### config.mk
export PLATFORM = sky130hd
export DESIGN_NAME = room_assignment_scheduler_core
export DESIGN_NICKNAME = d
export VERILOG_FILES = /design/src/rtl/core/rasc_pkg.sv /design/src/rtl/core/rasc_room_store.sv /design/src/rtl/core/rasc_step_unit.sv /design/src/rtl/core/room_assignment_scheduler_core.sv
export SDC_FILE = /design/constraint.sdc
export NUM_CORES = 2
export LEC_CHECK = 0
export BUFFER_PORTS_ARGS = -buffer_cell sky130_fd_sc_hd__buf_2
export CAP_MARGIN = 20
export CORE_ASPECT_RATIO = 0.8
export CORE_MARGIN = 2
export CORE_UTILIZATION = 45
export DETAILED_ROUTE_END_ITERATION = 10
export PLACE_DENSITY = 0.71
export SLEW_MARGIN = 20
export SYNTH_ARGS = -nofsm -noshare
export SYNTH_HDL_FRONTEND = slang
export SYNTH_HIERARCHICAL = 1
export SYNTH_SLANG_ARGS = --single-unit
### constraint.sdc
create_clock -name clk -period 18.3 [get_ports clk]
set_input_delay 3.66 -clock clk [delete_from_list [all_inputs] [get_ports clk]]
set_output_delay 3.66 -clock clk [all_outputs]
set_load 0.02 [all_outputs]
### src/rtl/core/rasc_pkg.sv
// ----------------------------------------------------------------------------
// rasc_pkg
// Shared types and constants of the room assignment scheduler.
// ----------------------------------------------------------------------------
package rasc_pkg;

  localparam int RASC_ROOMS       = 8;
  localparam int RASC_COUNT_BITS  = 16;
  localparam int RASC_TIME_W      = 48;
  localparam int RASC_IN_TIME_W   = 32;
  localparam int RASC_ROOM_OUT_W  = 3;
  localparam int RASC_CFG_W       = 4;

  localparam logic [RASC_CFG_W-1:0] RASC_NUM_ROOMS_RESET = 4'd8;

  // Sequencer states
  typedef enum logic [1:0] {
    ST_IDLE,
    ST_SCAN,
    ST_UPDATE
  } seq_state_t;

  // Control from the sequencer to the room store
  typedef struct packed {
    logic rd_en;
    logic wr_en;
    logic clear;
  } store_ctl_t;

endpackage

### src/rtl/core/rasc_room_store.sv
// ----------------------------------------------------------------------------
// rasc_room_store
// Per-room free time and job count memories with one read and one write
// port; valid bits make never-written or cleared entries read as zero.
// ----------------------------------------------------------------------------
module rasc_room_store
  import rasc_pkg::*;
#(
  parameter int ROOMS      = RASC_ROOMS,
  parameter int COUNT_BITS = RASC_COUNT_BITS,
  localparam int IDX_W     = (ROOMS > 1) ? $clog2(ROOMS) : 1
) (
  input  logic                   clk,
  input  logic                   rst,
  input  store_ctl_t             ctl,
  input  logic [IDX_W-1:0]       rd_addr,
  input  logic [IDX_W-1:0]       wr_addr,
  input  logic [RASC_TIME_W-1:0] wr_free,
  input  logic [COUNT_BITS-1:0]  wr_count,
  output logic [RASC_TIME_W-1:0] rd_free,
  output logic [COUNT_BITS-1:0]  rd_count
);

  logic [RASC_TIME_W-1:0] free_mem  [ROOMS];
  logic [COUNT_BITS-1:0]  count_mem [ROOMS];
  logic [ROOMS-1:0]       entry_valid;

  // Write the selected entry
  always_ff @(posedge clk) begin
    if (ctl.wr_en) begin
      free_mem[wr_addr]  <= wr_free;
      count_mem[wr_addr] <= wr_count;
    end
  end

  // Track written entries; clear drops them all at once
  always_ff @(posedge clk) begin
    if (rst || ctl.clear) begin
      entry_valid <= '0;
    end else if (ctl.wr_en) begin
      entry_valid[wr_addr] <= 1'b1;
    end
  end

  // Registered read, zero for entries not yet written
  always_ff @(posedge clk) begin
    if (ctl.rd_en) begin
      if (entry_valid[rd_addr]) begin
        rd_free  <= free_mem[rd_addr];
        rd_count <= count_mem[rd_addr];
      end else begin
        rd_free  <= '0;
        rd_count <= '0;
      end
    end
  end

endmodule

### src/rtl/core/rasc_step_unit.sv
// ----------------------------------------------------------------------------
// rasc_step_unit
// Shared compare step: folds one room entry into the running search for the
// first free room, the earliest-freeing room and the busiest room.
// ----------------------------------------------------------------------------
module rasc_step_unit
  import rasc_pkg::*;
#(
  parameter int ROOMS      = RASC_ROOMS,
  parameter int COUNT_BITS = RASC_COUNT_BITS,
  localparam int IDX_W     = (ROOMS > 1) ? $clog2(ROOMS) : 1
) (
  input  logic                      first,
  input  logic [RASC_IN_TIME_W-1:0] start_time,
  input  logic [RASC_TIME_W-1:0]    entry_free,
  input  logic [COUNT_BITS-1:0]     entry_count,
  input  logic [IDX_W-1:0]          entry_idx,
  input  logic                      found,
  input  logic [IDX_W-1:0]          found_idx,
  input  logic [COUNT_BITS-1:0]     found_count,
  input  logic [RASC_TIME_W-1:0]    best_free,
  input  logic [IDX_W-1:0]          best_idx,
  input  logic [COUNT_BITS-1:0]     best_count,
  input  logic [COUNT_BITS-1:0]     max_count,
  input  logic [IDX_W-1:0]          max_idx,
  output logic                      found_next,
  output logic [IDX_W-1:0]          found_idx_next,
  output logic [COUNT_BITS-1:0]     found_count_next,
  output logic [RASC_TIME_W-1:0]    best_free_next,
  output logic [IDX_W-1:0]          best_idx_next,
  output logic [COUNT_BITS-1:0]     best_count_next,
  output logic [COUNT_BITS-1:0]     max_count_next,
  output logic [IDX_W-1:0]          max_idx_next
);

  logic                  found_in;
  logic [COUNT_BITS-1:0] max_in;
  logic [IDX_W-1:0]      max_idx_in;
  logic                  free_ok;

  always_comb begin
    // Start a fresh search on the first room
    found_in   = first ? 1'b0 : found;
    max_in     = first ? '0 : max_count;
    max_idx_in = first ? '0 : max_idx;
    free_ok    = entry_free <= RASC_TIME_W'(start_time);

    // Lowest room free at the start time
    found_next       = found_in;
    found_idx_next   = found_idx;
    found_count_next = found_count;
    if (!found_in && free_ok) begin
      found_next       = 1'b1;
      found_idx_next   = entry_idx;
      found_count_next = entry_count;
    end

    // Earliest free room, lower room on ties
    best_free_next  = best_free;
    best_idx_next   = best_idx;
    best_count_next = best_count;
    if (first || entry_free < best_free) begin
      best_free_next  = entry_free;
      best_idx_next   = entry_idx;
      best_count_next = entry_count;
    end

    // Highest job count, lower room on ties
    max_count_next = max_in;
    max_idx_next   = max_idx_in;
    if (entry_count > max_in) begin
      max_count_next = entry_count;
      max_idx_next   = entry_idx;
    end
  end

endmodule

### src/rtl/core/room_assignment_scheduler_core.sv
// ----------------------------------------------------------------------------
// room_assignment_scheduler_core
// Assigns each job to a room and reports its actual start and end times.
// ----------------------------------------------------------------------------
// Usage:
//   Input channel (in_valid/in_stall) carries start_time, end_time and
//   last_job. Jobs must come in nondecreasing (start, end) order; a job out
//   of order or with end before start is still scheduled and flagged.
//   Output channel (out_valid/out_stall) carries one result per job.
//   cfg_wr_en/cfg_wr_data write num_rooms (0 acts as 1, above ROOMS acts as
//   ROOMS); write it only while no job is in flight.
// Timing:
//   The room scan reads one memory entry per cycle through a single compare
//   step, over the N rooms in use; a new job is taken only once the result
//   of the last one is loaded.
//   in_stall is high from acceptance until the result is loaded.
// Stall:
//   A result waits in the output register while out_stall is high; the
//   next job may be accepted meanwhile but holds before loading its result.
// Reset:
//   Clears all room state, the previous job and sets num_rooms to 8. The
//   result of the last job of a batch also clears room state.
// ----------------------------------------------------------------------------
module room_assignment_scheduler_core
  import rasc_pkg::*;
#(
  parameter int ROOMS      = RASC_ROOMS,
  parameter int COUNT_BITS = RASC_COUNT_BITS
) (
  input  logic                       clk,
  input  logic                       rst,
  input  logic                       cfg_wr_en,
  input  logic [RASC_CFG_W-1:0]      cfg_wr_data,
  input  logic                       in_valid,
  output logic                       in_stall,
  input  logic [RASC_IN_TIME_W-1:0]  start_time,
  input  logic [RASC_IN_TIME_W-1:0]  end_time,
  input  logic                       last_job,
  output logic                       out_valid,
  input  logic                       out_stall,
  output logic [RASC_ROOM_OUT_W-1:0] room,
  output logic [RASC_TIME_W-1:0]     actual_start,
  output logic [RASC_TIME_W-1:0]     actual_end,
  output logic                       was_delayed,
  output logic                       order_error,
  output logic [RASC_ROOM_OUT_W-1:0] busiest_room,
  output logic                       batch_done
);

  localparam int IDX_W = (ROOMS > 1) ? $clog2(ROOMS) : 1;
  localparam int CNT_W = $clog2(ROOMS + 1);

  seq_state_t state, state_next;
  store_ctl_t ctl;

  logic [RASC_CFG_W-1:0]     num_rooms;
  logic [CNT_W-1:0]          nr;
  logic [7:0]                nr_wide;
  logic [RASC_IN_TIME_W-1:0] job_start;
  logic [RASC_IN_TIME_W-1:0] job_dur;
  logic                      job_last;
  logic                      job_err;
  logic [RASC_IN_TIME_W-1:0] prev_start;
  logic [RASC_IN_TIME_W-1:0] prev_end;

  logic [CNT_W-1:0] issue_idx;
  logic             rd_vld;
  logic [CNT_W-1:0] rd_at;
  logic             scan_done;

  logic [RASC_TIME_W-1:0] rd_free;
  logic [COUNT_BITS-1:0]  rd_count;

  logic                   found, found_next;
  logic [IDX_W-1:0]       found_idx, found_idx_next;
  logic [COUNT_BITS-1:0]  found_count, found_count_next;
  logic [RASC_TIME_W-1:0] best_free, best_free_next;
  logic [IDX_W-1:0]       best_idx, best_idx_next;
  logic [COUNT_BITS-1:0]  best_count, best_count_next;
  logic [COUNT_BITS-1:0]  max_count, max_count_next;
  logic [IDX_W-1:0]       max_idx, max_idx_next;

  logic                   in_take;
  logic                   can_load;
  logic                   finish;
  logic [IDX_W-1:0]       sel_room;
  logic [RASC_TIME_W-1:0] sel_start;
  logic [COUNT_BITS-1:0]  sel_count;
  logic [COUNT_BITS-1:0]  new_count;
  logic [RASC_TIME_W:0]   end_sum;
  logic [RASC_TIME_W-1:0] sel_end;
  logic [IDX_W-1:0]       busiest;
  logic                   in_err;
  logic [RASC_IN_TIME_W-1:0] in_dur;

  // Hold the room count register
  always_ff @(posedge clk) begin
    if (rst) begin
      num_rooms <= RASC_NUM_ROOMS_RESET;
    end else if (cfg_wr_en) begin
      num_rooms <= cfg_wr_data;
    end
  end

  // Clamp the room count into 1 .. ROOMS
  always_comb begin
    nr_wide = 8'(num_rooms);
    if (nr_wide == 8'd0) begin
      nr_wide = 8'd1;
    end else if (nr_wide > 8'(ROOMS)) begin
      nr_wide = 8'(ROOMS);
    end
  end

  // Check order and take the duration at acceptance
  always_comb begin
    in_err = (end_time < start_time) || (start_time < prev_start) ||
             ((start_time == prev_start) && (end_time < prev_end));
    in_dur = (end_time >= start_time) ? (end_time - start_time) : '0;
  end

  assign in_stall  = (state != ST_IDLE);
  assign in_take   = in_valid && !in_stall;
  assign scan_done = rd_vld && (rd_at == nr - 1'b1);
  assign can_load  = !out_valid || !out_stall;
  assign finish    = (state == ST_UPDATE) && can_load;

  // Sequencer state register
  always_ff @(posedge clk) begin
    if (rst) begin
      state <= ST_IDLE;
    end else begin
      state <= state_next;
    end
  end

  // Next state and store control
  always_comb begin
    state_next = state;
    ctl        = '0;
    case (state)
      ST_IDLE: begin
        if (in_valid) begin
          state_next = ST_SCAN;
        end
      end
      ST_SCAN: begin
        ctl.rd_en = (issue_idx < nr);
        if (scan_done) begin
          state_next = ST_UPDATE;
        end
      end
      ST_UPDATE: begin
        if (can_load) begin
          ctl.wr_en  = !job_last;
          ctl.clear  = job_last;
          state_next = ST_IDLE;
        end
      end
      default: begin
        state_next = ST_IDLE;
      end
    endcase
  end

  // Capture the job
  always_ff @(posedge clk) begin
    if (in_take) begin
      job_start <= start_time;
      job_dur   <= in_dur;
      job_last  <= last_job;
      job_err   <= in_err;
      nr        <= CNT_W'(nr_wide);
    end
  end

  // Track the previous job; drop it at batch end
  always_ff @(posedge clk) begin
    if (rst || (finish && job_last)) begin
      prev_start <= '0;
      prev_end   <= '0;
    end else if (in_take) begin
      prev_start <= start_time;
      prev_end   <= end_time;
    end
  end

  // Advance the scan address and its read-data tag
  always_ff @(posedge clk) begin
    if (rst) begin
      issue_idx <= '0;
      rd_vld    <= 1'b0;
      rd_at     <= '0;
    end else begin
      rd_vld <= ctl.rd_en;
      rd_at  <= issue_idx;
      if (in_take) begin
        issue_idx <= '0;
      end else if (ctl.rd_en) begin
        issue_idx <= issue_idx + 1'b1;
      end
    end
  end

  rasc_room_store #(
    .ROOMS      (ROOMS),
    .COUNT_BITS (COUNT_BITS)
  ) u_store (
    .clk      (clk),
    .rst      (rst),
    .ctl      (ctl),
    .rd_addr  (issue_idx[IDX_W-1:0]),
    .wr_addr  (sel_room),
    .wr_free  (sel_end),
    .wr_count (new_count),
    .rd_free  (rd_free),
    .rd_count (rd_count)
  );

  rasc_step_unit #(
    .ROOMS      (ROOMS),
    .COUNT_BITS (COUNT_BITS)
  ) u_step (
    .first            (rd_at == '0),
    .start_time       (job_start),
    .entry_free       (rd_free),
    .entry_count      (rd_count),
    .entry_idx        (rd_at[IDX_W-1:0]),
    .found            (found),
    .found_idx        (found_idx),
    .found_count      (found_count),
    .best_free        (best_free),
    .best_idx         (best_idx),
    .best_count       (best_count),
    .max_count        (max_count),
    .max_idx          (max_idx),
    .found_next       (found_next),
    .found_idx_next   (found_idx_next),
    .found_count_next (found_count_next),
    .best_free_next   (best_free_next),
    .best_idx_next    (best_idx_next),
    .best_count_next  (best_count_next),
    .max_count_next   (max_count_next),
    .max_idx_next     (max_idx_next)
  );

  // Fold each returned entry into the search
  always_ff @(posedge clk) begin
    if (rd_vld) begin
      found       <= found_next;
      found_idx   <= found_idx_next;
      found_count <= found_count_next;
      best_free   <= best_free_next;
      best_idx    <= best_idx_next;
      best_count  <= best_count_next;
      max_count   <= max_count_next;
      max_idx     <= max_idx_next;
    end
  end

  // Pick the room, saturate the end time and count, settle the busiest room
  always_comb begin
    sel_room  = found ? found_idx : best_idx;
    sel_start = found ? RASC_TIME_W'(job_start) : best_free;
    sel_count = found ? found_count : best_count;
    end_sum   = {1'b0, sel_start} + (RASC_TIME_W + 1)'(job_dur);
    sel_end   = end_sum[RASC_TIME_W] ? '1 : end_sum[RASC_TIME_W-1:0];
    new_count = (&sel_count) ? sel_count : sel_count + 1'b1;
    busiest   = max_idx;
    if ((new_count > max_count) ||
        ((new_count == max_count) && (sel_room < max_idx))) begin
      busiest = sel_room;
    end
  end

  // Output register: load on finish, drop when taken
  always_ff @(posedge clk) begin
    if (rst) begin
      out_valid <= 1'b0;
    end else if (finish) begin
      out_valid <= 1'b1;
    end else if (!out_stall) begin
      out_valid <= 1'b0;
    end
  end

  always_ff @(posedge clk) begin
    if (finish) begin
      room         <= RASC_ROOM_OUT_W'(sel_room);
      actual_start <= sel_start;
      actual_end   <= sel_end;
      was_delayed  <= !found;
      order_error  <= job_err;
      busiest_room <= job_last ? RASC_ROOM_OUT_W'(busiest) : '0;
      batch_done   <= job_last;
    end
  end

endmodule

* Yosys cells after proc, flatten, opt, wreduce, memory -nomap -nowiden
Memories as Yosys holds them, arrays and structs flattened. A register that Yosys moved wholly into a read port is not among the register bits.
Index checks and enable logic that the tools add are counted.
** Storage, ports and cells
- Register bits after elaboration :: 369
- Latch bits :: 0
- RAM bits :: 512
- ROM bits :: 0
- Input bits :: 74
- Logic and storage cells :: 123
- Memories kept :: 2
** Operators by class
- Add/sub/neg operators :: 5
- Multipliers :: 0
- Divide/modulo/power cells :: 0
- Magnitude comparators :: 14
- Eq/ne operators :: 9
- Shift operators :: 0
- Muxes and demuxes :: 27
- Bitwise operators :: 1
- Reductions and logical operators :: 35
** Memory list
- u_store.free_mem :: depth 8, width 48, rd ports 1, clocked after memory_dff 1, write ports 1, RTL line rasc_room_store.sv:24 : logic [RASC_TIME_W-1:0] free_mem [ROOMS];
- u_store.count_mem :: depth 8, width 16, rd ports 1, clocked after memory_dff 1, write ports 1, RTL line rasc_room_store.sv:25 : logic [COUNT_BITS-1:0] count_mem [ROOMS];
** Operator list (count)
- $lt A32 B32 Y1 :: 3
- $mux W48 :: 2
- $mux W16 :: 4
- $add A48 B32 Y49 :: 1
- $le A48 B32 Y1 :: 1
- $lt A48 B48 Y1 :: 1
- $eq A32 B32 Y1 :: 1
- $ge A32 B32 Y1 :: 1
- $gt A16 B16 Y1 :: 2
- $sub A32 B32 Y32 :: 1
- $add A16 B1 Y16 const B :: 1
- $eq A16 B16 Y1 :: 1
- $reduce_and A16 Y1 :: 1
- $mux W3 :: 4
- $mux W2 :: 5
- $logic_and A1 B1 Y1 :: 8
- $logic_not A1 Y1 :: 8
- $logic_not A4 Y1 :: 2
- $lt A3 B4 Y1 const B :: 2
- $mux W1 :: 8
- $or A8 B8 Y8 :: 1
- $logic_or A1 B1 Y1 :: 7
- $ne A2 B2 Y1 const B :: 3
- $pmux W2 S3 :: 1
- 18 further kinds :: 22

* Longest topological paths before layout
- Depth after elaboration :: 7
- Gate-level depth with buffers :: 21

* Cells and area by module
The synthesis kept the hierarchy.
** By module, submodules not included
- rasc_room_store :: instances 1, cells an instance 907, area an instance 21605.7 um^2, sequential area each 17456.7 um^2
- room_assignment_scheduler_core :: instances 1, cells an instance 1751, area an instance 19039.5 um^2, sequential area each 10039.6 um^2
- rasc_step_unit :: instances 1, cells an instance 482, area an instance 3824.9 um^2, sequential area each 0.0 um^2

* Worst setup path after synthesis
Ideal clock, no wire load.
- Path type :: input -> register
- Start :: in out_stall
- End :: mem u_store/count_mem[1][0] in the netlist's numbering, enable pin
- Data arrival time :: 13.859 ns
- Setup slack :: 3.874 ns
- Cell stages on the path :: 4
- Path buffers :: 0
- Path through :: a21oi_1 and2_1 nand2_1 nor3_1
** RTL lines
- start: declaration :: RTL line room_assignment_scheduler_core.sv:40 : input logic out_stall,
- end: declaration :: RTL line rasc_room_store.sv:25

* Final worst setup path
- Start :: in end_time[0]
- End :: reg job_dur[8] (data pin)
** On the way
- Longest elaborated chain between the ends :: 1
- Elaborated cells between the ends (all ways) :: 2
- Classes of those cells :: 1 x add/sub; 1 x order compare
** Ends and longest elaborated chain
- start: declaration :: RTL line room_assignment_scheduler_core.sv:37 : input logic [RASC_IN_TIME_W-1:0] end_time,
- $sub A32 B32 Y32 / $ge A32 B32 Y1 (equally long branches) :: RTL line room_assignment_scheduler_core.sv:119 : in_dur = (end_time >= start_time) ? (end_time - start_time) : '0;
- end signal: assignment :: RTL line room_assignment_scheduler_core.sv:170 : job_dur <= in_dur;
- end: declaration :: RTL line room_assignment_scheduler_core.sv:60 : logic [RASC_IN_TIME_W-1:0] job_dur;
Several ways; a longest one is shown, not always the timed one.
A chain may end at the register's enable or synchronous reset.

==> metrics <==
Rows 103; Tightest Pin Transition roughly 1.1 ns; main combinational cell family by area after synthesis multiplexers; final hold vios 0; Crit. End Element flop; Unique masters post-synth 83; Top delay family on crit path simple AND/OR/NAND/NOR gates; Synth Area in Compound Gates 0.0667; Sequential Power Share 0.504; clock-pin slew on the worst setup and hold paths 0.06 ns; most frequent cells in the layout edfxtp_1, nand2_1, ha_1; most common cell after layout, fill and taps aside edfxtp_1; Final Wtd Congestion between 0.9 and 1; Setup CP Type in -> reg; Synth Net Count 3,462; relative slew slack 0.236; CTS tree built; via count 26,900; Slew Limit Fails 0; clk root buf clkbuf_16; Clock Skew between 0.03 and 0.04 ns; post-synthesis sequential area ratio 0.618; Synth Flop Type edfxtp_1; Crit path buffers/inverters 3; maximum root-to-sink buffer count 3; total power density per cell area roughly 99 nW/um^2; Comb pwr share 0.103; Core Box Area approximately 98,000 sq um; worst-skew pair later-pin latency 0.67 ns; LEAKAGE 18.0 nW; Layout Area Growth over Synthesis 12.3%; XOR/XNOR Fraction of Synth Area 0.0122; post-synthesis mux area share 0.124; CP Launch Type input port; die width 355 microns; mean number of vias per cell 5.67; P_int 3.76 mW; initial antenna violation count 16; Post-synth EDFFs 857; gr usage total 0.217; worst slack, placed 11.50 ns; pin count of the biggest net entering global routing 104; wire per inst 23.3 microns; CP Data Required Time 18.71 ns; Mapped Cells 3,140; ys async rst share 0; setup TNS 0 ns; critical path peak fanout 15; register area between 20,000 and 30,000 sq um; max incr delay on CP 0.61 ns; vias in the first global route 26,000; crit share post-route 0.336; Worst Path Arrival 6.56 ns; status completed; total grt overflow 0; Tmin final approximately 6 ns; setup ws final 12.15 ns; peak supply drop 0.0000663 V; Post-CTS Setup Inserts 0; footprint of the multi-input gates 15,600 sq um; # resized after CTS 0; Initial Util 0.452; Post-Synth Adder-Cell Area 0.0701; PortBufs 180; worst reg2reg setup slack 12.24 ns; Yosys warnings 6; global-route wire length before repair 166,000 microns; Slowest-stage cell, CP nor2_2; share of post-route cells with drive strength above 1 0.193; Routed Wire Length roughly 110,000 microns; Residual DRC 0; nets around 3,700; CP Cell Sequence buf_2 -> inv_1 -> ha_1 -> fa_1 -> nand2b_1 -> a211oi_2 -> a221o_2 -> a311o_1 -> nand3_1 -> a21oi_2 -> nor2_2 -> buf_4 -> nor2_1; Num CTS Buffers 93; first drt pass iteration count 5; 1st-iter DRT viols roughly 2,700; Design Power 4.94 mW; CTS sink cnt 945; H-tree Lvls 3; Net Sw Frac 0.240; Total Die Area 101,000 sq um; Fin Hold WS 0.455 ns; Clock power frac 0.393; Hold Path Class reg -> reg; RSZ-0062 raised after global routing no; Chip Height 285 microns; final setup fails 0; # Max-Cap Violations 0; Mapped Area 44,500 sq um; DP HPWL slightly above 70,000 microns; CTS Hold Bufs 0; synthesized area per cell between 10 and 15 sq um; Synth Register Bits roughly 950; Max Clock Freq 0.162 GHz; Sw Pwr 1.19 mW; DRT antenna net count 0; I/O Pins 181; simple-gate portion of the synthesized area 0.0764; fill cell count ~8,200
-- power by group through the flow --
stage	clock, mW	sequential (mW)	combinational [mW]
CTS	1.98	2.49	0.505
floorplan	0	2.52	0.348
global placement	0	2.54	0.495
finish	1.94	2.49	0.510
global route	2.06	2.49	0.564
detailed placement	0	2.54	0.500
-- state kept, by name, summed over array words and instances, names as in the netlist, 32 cells and up --
name / count
u_store/free_mem: 384
u_store/count_mem: 128
actual_end: 48
actual_start: 48
best_free: 48
u_store/rd_free: 48
job_dur: 32
job_start: 32
prev_end: 32
prev_start: 32
-- worst min-delay path, stage by stage (launching register included) --
cell and delay (ns):
dfxtp_1 0.31, nand2_1 0.05, a21oi_1 0.05
-- per-layer routing --
layer | track usage | part of all wire
met2 | 0.322 | 0.44
met4 | 0.0441 | 0.018
met1 | 0.331 | 0.45
met3 | 0.0410 | 0.086
met5 | 0 | 0.00042
-- logic make-up after synthesis --
group | after synthesis
buf+inv | 348
simple gates | 705
xor+xnor | 62
fa+ha+maj | 248
flops | 945
mux | 364
compound gates | 468
-- worst paths after layout --
kind | cells after the start | start | end
max | 13 | end_time[0] | job_dur[8]
min | 2 | prev_end[6] | prev_end[6]
max reg2reg | 12 | found | actual_end[6]
min reg2reg | 2 | prev_end[6] | prev_end[6]
-- through the flow --
stage	instance area (sq um)	util	instances
6_report	49900	0.508	4734
5_1_grt	49900	0.508	4725
4_1_cts	49900	0.508	4724
3_5_place_dp	46800	0.476	4553
3_3_place_gp	46800	0.476	4553
2_1_floorplan	44500	-	3140
-- cells in the mapped netlist (45+ instances only) --
library cell  number  share of area
mux4_2           131          0.066
dfxtp_1           88          0.040
nor2_1           163          0.014
o21ai_0           69         0.0078
mux2i_1           96          0.022
a21o_1            63          0.011
ha_1             246          0.069
nor2b_1           45         0.0063
nand2_1          251          0.021
edfxtp_1         857           0.58
nand4_1           51         0.0072
mux2_2           126          0.032
a21oi_1          189          0.021
inv_1            235          0.020
-- area by class of cell --
class	instances	area share
Sequential cell	945	0.551
Multi-Input combinational cell	1847	0.313
Clock buffer	117	0.0499
Tap cell	1312	0.0329
Timing Repair Buffer	214	0.0237
Inverter	236	0.0178
Clock inverter	54	0.0115
Antenna cell	9	0.000451
Note: power is estimated with default switching activity, not from simulation.
